[src/rtl/core/tcw_pkg.sv]
// tcw_pkg: shared types, constants and codes of the text console writer
// no dependencies; used by every file in rtl/core

package tcw_pkg;

  // screen geometry
  localparam int unsigned Columns = 80;
  localparam int unsigned Rows    = 25;
  localparam int unsigned Cells   = Rows * Columns;
  localparam int unsigned AddrW   = $clog2(Cells);

  // field widths
  localparam int unsigned OpW       = 2;
  localparam int unsigned CharW     = 8;
  localparam int unsigned ColorW    = 8;
  localparam int unsigned CellAddrW = 11;
  localparam int unsigned RowW      = 5;
  localparam int unsigned ColW      = 7;
  localparam int unsigned CellW     = CharW + ColorW;

  // character codes and register reset
  localparam logic [CharW-1:0]  NewlineCode    = 8'd10;
  localparam logic [CharW-1:0]  SpaceCode      = 8'd32;
  localparam logic [ColorW-1:0] TextColorReset = 8'd15;

  typedef enum logic [OpW-1:0] {
    OP_PUT   = 2'd0,
    OP_CLEAR = 2'd1,
    OP_READ  = 2'd2
  } op_e;

  // command class decided by the front
  typedef enum logic [2:0] {
    K_CHAR,
    K_NEWLINE,
    K_CLEAR,
    K_READ,
    K_NOP
  } kind_e;

  // back sequencer states
  typedef enum logic [2:0] {
    S_IDLE,
    S_SCROLL,
    S_SCROLL_END,
    S_FILL,
    S_TAIL,
    S_EMIT
  } state_e;

  typedef struct packed {
    logic [OpW-1:0]       op;
    logic [CharW-1:0]     character;
    logic [CellAddrW-1:0] cell_address;
  } in_item_t;

  typedef struct packed {
    logic [CharW-1:0]  cell_character;
    logic [ColorW-1:0] cell_color;
    logic [RowW-1:0]   cursor_row;
    logic [ColW-1:0]   cursor_column;
  } out_item_t;

  typedef struct packed {
    kind_e            kind;
    logic [CharW-1:0] character;
    logic [AddrW-1:0] address;
  } cmd_t;

endpackage

[src/rtl/core/tcw_front.sv]
// tcw_front: accepts input items, classifies them and queues them for the back
// depends on tcw_pkg

module tcw_front (
  input  logic               clk_i,
  input  logic               rst_ni,
  input  logic               push,
  output logic               full,
  input  tcw_pkg::in_item_t  in_i,
  output logic               cmd_valid_o,
  input  logic               cmd_pop_i,
  output tcw_pkg::cmd_t      cmd_o
);

  tcw_pkg::cmd_t fifo_q [2];
  logic          wr_ptr_q, wr_ptr_d;
  logic          rd_ptr_q, rd_ptr_d;
  logic [1:0]    cnt_q, cnt_d;
  logic          push_ok, pop_ok;
  tcw_pkg::cmd_t cls;

  // classification
  always_comb begin
    cls.character = in_i.character;
    cls.address   = tcw_pkg::AddrW'(in_i.cell_address);
    unique case (in_i.op)
      tcw_pkg::OP_PUT: begin
        cls.kind = (in_i.character == tcw_pkg::NewlineCode) ? tcw_pkg::K_NEWLINE
                                                             : tcw_pkg::K_CHAR;
      end
      tcw_pkg::OP_CLEAR: cls.kind = tcw_pkg::K_CLEAR;
      tcw_pkg::OP_READ: begin
        cls.kind = (32'(in_i.cell_address) < tcw_pkg::Cells) ? tcw_pkg::K_READ
                                                             : tcw_pkg::K_NOP;
      end
      default: cls.kind = tcw_pkg::K_NOP;
    endcase
  end

  assign full        = (cnt_q == 2'd2);
  assign cmd_valid_o = (cnt_q != 2'd0);
  assign cmd_o       = fifo_q[rd_ptr_q];
  assign push_ok     = push && !full;
  assign pop_ok      = cmd_pop_i && cmd_valid_o;

  always_comb begin
    wr_ptr_d = push_ok ? ~wr_ptr_q : wr_ptr_q;
    rd_ptr_d = pop_ok ? ~rd_ptr_q : rd_ptr_q;
    cnt_d    = cnt_q;
    if (push_ok && !pop_ok) begin
      cnt_d = cnt_q + 2'd1;
    end else if (pop_ok && !push_ok) begin
      cnt_d = cnt_q - 2'd1;
    end
  end

  always_ff @(posedge clk_i or negedge rst_ni) begin
    if (!rst_ni) begin
      wr_ptr_q <= 1'b0;
      rd_ptr_q <= 1'b0;
      cnt_q    <= 2'd0;
    end else begin
      wr_ptr_q <= wr_ptr_d;
      rd_ptr_q <= rd_ptr_d;
      cnt_q    <= cnt_d;
    end
  end

  always_ff @(posedge clk_i) begin
    if (push_ok) begin
      fifo_q[wr_ptr_q] <= cls;
    end
  end

endmodule

[config.mk]
export PLATFORM = sky130hd
export DESIGN_NAME = tcw_front
export DESIGN_NICKNAME = d
export VERILOG_FILES = /design/src/rtl/core/tcw_pkg.sv /design/src/rtl/core/tcw_front.sv
export SDC_FILE = /design/constraint.sdc
export NUM_CORES = 1
export LEC_CHECK = 0
export ABC_AREA = 1
export CAP_MARGIN = 20
export CORE_AREA = 2 2 51 72
export DETAILED_ROUTE_END_ITERATION = 7
export DIE_AREA = 0 0 53 74
export DONT_BUFFER_PORTS = 1
export PLACE_DENSITY = 0.74
export SETUP_SLACK_MARGIN = 0.02
export SLEW_MARGIN = 20
export SYNTH_ARGS = -nofsm -noshare
export SYNTH_HDL_FRONTEND = slang
export SYNTH_SLANG_ARGS = --single-unit
[constraint.sdc]
create_clock -name clk_i -period 2.5 [get_ports clk_i]
set_clock_uncertainty 0.1 [all_clocks]
set_input_delay 0.125 -clock clk_i [delete_from_list [all_inputs] [get_ports clk_i]]
set_output_delay 0.125 -clock clk_i [all_outputs]
set_load 0.03 [all_outputs]
==> impl_metrics.toml, run 1 <==
[outcome]
status = "finished, final reports clean"

[placed_design]
dp_hpwl_mm = 2.16
dp_cells = 207
numPortBuffers = 0
pre_cts_ws_ns = 0.755
gp_congestion = 0.802

[yosys]
synth-seq-cells = 48
postSynthAreaPerCell_um2 = 11.4
syn_area_mm2 = 0.00191
ys_types = 17
syn_inst = 167
yosysWarnings = 0
seq_area_frac_synth_pct = 74.4
syn_nets = 193

[drt]
firstDrtPassIters = 4
antenna_left = 0
vias_per_cell = 5.25
wirelength_mm = 3.35
drc = 0
wl_per_cell_um = 13.9
num_vias = 1265
drt-initial-drc-count = 28

[final_layout]
nets = 226
most-common-layout-cells = "nand2_1 (82), edfxtp_1 (44), dlygate4sd3_1 (26)"
antenna_cells = 0
fin_cells = 241
layout_commonest_cell = "nand2_1"
syn2layout_area_growth_pct = 21.4
drive_above_1_share_pct = 8.96

[critical_path]
cp-start-kind = "flip-flop"
cp.required_ns = 2.39
worstSetupPathType = "flip-flop to flip-flop"
critPathArrivalTime_ns = 1.62
cp_max_fo = 13
rrSetupSlack_ns = 0.77
worst_setup_path_end_kind = "flip-flop"

[power]
p_seq_share_pct = 43.8
pwr_density_cell_mw_per_mm2 = 1150
p_clk_share_pct = 16.0
cellInternalPower_mw = 1.50
switching_share_pct = 43.6
ir_drop_mv = 0.865
switchingPower_mw = 1.16
comb_power_share_pct = 40.2
p_leak_nw = 0.954

[global_routing]
grt_pass1_vias = 1222
grt_max_degree = 24
antenna_found_initial = 0
grt_use_total_pct = 19.7
grt_first_pass_wirelength_mm = 5.23
overflow = 0

[clocking]
clkSinkCount = 48
cts-root-buf = "clkbuf_8"
cts_setup_buffers = 0
path_clk_slew_ns = 0.08
cts_buffers = 5
ctsResizeCount = 0
htreeDepth = 2
clockBufferDepth = 2
cts_tree = "built"
clk_latency_ns = 0.29

[timing]
hold_slack_ns = 0.0335
fin_crit_sh_pct = 69.0
setup_slack_ns = 0.775
tightestPinTransition_ns = 0.494
hold_viol = 0
layout_min_cycle_time_ns = 1.73
rsz0062_at_grt = "false"
fin_tns_setup_ns = 0
slew_viol_final = 0
relSlewSlack_pct = 67.1
setup_viol = 0
fmax_mhz = 580

[die]
coreArea_mm2 = 0.00328
die_x_um = 53
ios = 49
start_util_pct = 58.1
fp.dieArea_mm2 = 0.00392
std_cell_rows = 25
dieHeight_um = 74

[run]
max_cap_violations = 0

[hold_path]
min_path_type = "input port to flip-flop"
stage by stage:
step,area [um^2],util [%],power [mW]
6_report,2320,70.6,2.66
5_1_grt,2320,70.6,2.82
4_1_cts,2320,70.6,2.68
3_5_place_dp,1970,60.1,2.22
3_3_place_gp,1970,60.1,2.18
2_1_floorplan,1910,-,2.05
timing repair:
action,in CTS,in global routing
endpoints found under the hold margin,48,0
hold buffers,26,0
endpoints found under the setup margin,0,0
cell families after synthesis:
logic type	Yosys count	synth area share, %
and+or+nand+nor	102	20.9
DFF	48	74.4
buffers and inverters	13	2.82
xor gates and xnor gates	2	0.918
AOI/OAI and AO/OA	1	0.262
adders and majority gates	1	0.655
cell type report:
type / instances / area, um^2
fill: 235 / 966
sequential: 48 / 1420
clock buffer: 6 / 72.6
multi-input combinational: 106 / 439
clock inverter: 2 / 11.3
inverter: 9 / 33.8
timing repair buffer: 30 / 290
tap: 40 / 50.0
layer usage:
| metal | GRT usage, % | share of wire [%] | up-vias |
|---|---|---|---|
| li1 | - | - | 609 |
| met1 | 20.4 | 38 | 604 |
| met2 | 34.3 | 53 | 43 |
| met3 | 7.83 | 7.1 | 9 |
| met4 | 9.12 | 2.7 | 0 |
| met5 | 0 | 0 | - |
flip-flops by register name (all words and copies together), names as in the netlist:
signal,cells
fifo_q,44
cnt_q,2
rd_ptr_q,1
wr_ptr_q,1
critical path, stage by stage (launching register included):
cell	delay [ns]
dfrtp_1	0.40
inv_2	0.09
o21ai_1	0.10
nor2_2	0.41
buf_4	0.31
cells in the mapped netlist (all sizes together):
library cell,n,share of area (%)
buf,4,1.0
dfrtp,4,5.2
edfxtp,44,69
ha,1,0.66
inv,9,1.8
nand2,84,17
nand3,2,0.52
nand4,1,0.33
nor2,13,2.7
nor3,1,0.26
o21ai,1,0.26
or2,1,0.33
xnor2,1,0.46
xor2,1,0.46
power by group through the flow:
stage          clock network, mW  logic (mW)  registers, mW
6_report                   0.425        1.07           1.17
5_1_grt                    0.466        1.17           1.18
4_1_cts                    0.438        1.08           1.16
3_5_place_dp                   0        1.04           1.18
3_3_place_gp                   0        1.01           1.17
2_1_floorplan                  0       0.874           1.18
final timing paths:
kind,startpoint,endpoint,depth (start not counted)
worst min-delay path,in_i[19],fifo_q[0][19]$_DFFE_PP_,3
worst max-delay path,cnt_q[1]$_DFFE_PN0P_,fifo_q[0][9]$_DFFE_PP_,4
max in group asynchronous,rst_ni,wr_ptr_q$_DFFE_PN0P_,2
min in group asynchronous,rst_ni,rd_ptr_q$_DFFE_PN0P_,2
worst max register to register,cnt_q[1]$_DFFE_PN0P_,fifo_q[0][9]$_DFFE_PP_,4
worst min register to register,cnt_q[1]$_DFFE_PN0P_,cnt_q[1]$_DFFE_PN0P_,2
Power figures use the tool's default switching activity.
==> run 2, diff against run 1 <==
==> constraint.sdc (replaced) <==
create_clock -name clk_i -period 1.6 [get_ports clk_i]
set_clock_uncertainty 0.1 [all_clocks]
set_input_delay 0.08 -clock clk_i [delete_from_list [all_inputs] [get_ports clk_i]]
set_output_delay 0.08 -clock clk_i [all_outputs]
set_load 0.03 [all_outputs]
==> impl_metrics.toml, run 2 (same netlist as run 1, synthesis figures left out) <==
[timing]
hold_slack_ns = 0.0310
fmax_mhz = 691
tightestPinTransition_ns = 0.311
setup_slack_ns = 0.152
setup_viol = 0
slew_viol_final = 0
layout_min_cycle_time_ns = 1.45
fin_crit_sh_pct = 90.5
hold_viol = 0
rsz0062_at_grt = "false"
relSlewSlack_pct = 79.2

[clocking]
cts_buffers = 5
cts_tree = "built"
cts-root-buf = "clkbuf_8"
clockBufferDepth = 2
clk_latency_ns = 0.30
clkSinkCount = 48
path_clk_slew_ns = 0.08
htreeDepth = 2

[final_layout]
final_area_mm2 = 0.00241
nets = 234
syn2layout_area_growth_pct = 26.5
drive_above_1_share_pct = 14.4
most-common-layout-cells = "nand2_1 (82), edfxtp_1 (44), dlygate4sd3_1 (26)"
antenna_cells = 0
fill_cells = 224
reg_top3 = "fifo_q: 44 flops, cnt_q: 2 flops"
largest_register_ffs = 44
layout_commonest_cell = "nand2_1"
largest-register = "fifo_q"

[drt]
drc = 0
wl_per_cell_um = 14.3
antenna_left = 0
firstDrtPassIters = 4
vias_per_cell = 5.08
wirelength_mm = 3.55
num_vias = 1266
drt-initial-drc-count = 45

[placed_design]
pre_cts_ws_ns = 0.113
gp_congestion = 0.726
numPortBuffers = 0
dp_hpwl_mm = 2.36
dpl-instance-area_mm2 = 0.00203

[critical_path]
critPathArrivalTime_ns = 1.55
reg2regPathDepth = 8
cp.required_ns = 1.70
cp-start-kind = "flip-flop"
worst_setup_path_end_kind = "flip-flop"
cp_max_fo = 5
worstSetupPathType = "flip-flop to flip-flop"

[global_routing]
grt_pass1_vias = 1302
overflow = 0
grt_first_pass_wirelength_mm = 5.44
grt_max_degree = 16
grt_use_total_pct = 20.0
antenna_found_initial = 0

[run]
max_cap_violations = 0

[die]
std_cell_rows = 25
dieHeight_um = 74
coreArea_mm2 = 0.00328
start_util_pct = 58.1
ios = 49
fp.dieArea_mm2 = 0.00392
die_x_um = 53

[power]
ir_drop_mv = 1.37
pwr_density_cell_mw_per_mm2 = 1860
p_leak_nw = 1.01
report.power.total_mw = 4.50

[hold_path]
min_path_type = "input port to flip-flop"
hold_depth = 3

[outcome]
status = "finished, final reports clean"
==> run 2: what timing repair did <==
action	CTS	global route
hold endpoints to repair	50	0
hold buffers	26	0
buffers inserted	0	1
resized for setup	0	2
setup endpoints to repair	0	1
==> run 2: worst max-delay path: stages (launching register included) <==
cell and delay, ns:
dfrtp_2 0.43, inv_1 0.09, nand2_2 0.07, nand2_2 0.06, ha_1 0.31, inv_1 0.08, nand3_1 0.08, nand2_1 0.07
nand2_1 0.05
==> run 2: through the flow <==
stage                     TNS (ns)  util [%]  cells
after global placement           0      61.8    214
after global routing             0      73.5    249
after detailed placement         0      61.8    214
final                            0      73.5    249
after floorplan              -2.01         -    167
after CTS                        0      73.1    248
==> run 2: final cells by class <==
cell class	count	area, um^2	share of cell area [%]
Multi-Input combinational cell	106	447	18.5
Tap cell	40	50.0	2.07
Clock inverter	3	42.5	1.76
Sequential cell	48	1420	58.9
Inverter	9	33.8	1.40
Timing Repair Buffer	38	350	14.5
Clock buffer	5	68.8	2.85
==> run 2: worst paths after layout <==
check                                     start                       to  slack, ns
max                        cnt_q[0]$_DFFE_PN0P_     cnt_q[1]$_DFFE_PN0P_       0.15
min reg2reg                cnt_q[1]$_DFFE_PN0P_     cnt_q[1]$_DFFE_PN0P_       0.43
min in group asynchronous                rst_ni     cnt_q[1]$_DFFE_PN0P_       0.47
min                                    in_i[19]  fifo_q[0][19]$_DFFE_PP_       0.03
max in group asynchronous                rst_ni     cnt_q[0]$_DFFE_PN0P_       0.75
max reg2reg                cnt_q[0]$_DFFE_PN0P_     cnt_q[1]$_DFFE_PN0P_       0.15
==> run 2: layer usage <==
metal,up-vias,global-route usage (%),part of all wire (%)
li1,623,-,-
met1,584,17.4,33
met5,-,0,0
met3,13,5.02,6.7
met4,0,12.8,3.4
met2,46,38.5,57
==> run 2: power by group <==
part | switching, mW | leakage (nW) | internal, mW
Sequential | 0.110 | 0.456 | 1.72
Combinational | 1.38 | 0.498 | 0.448
Clock | 0.371 | 0.0541 | 0.462
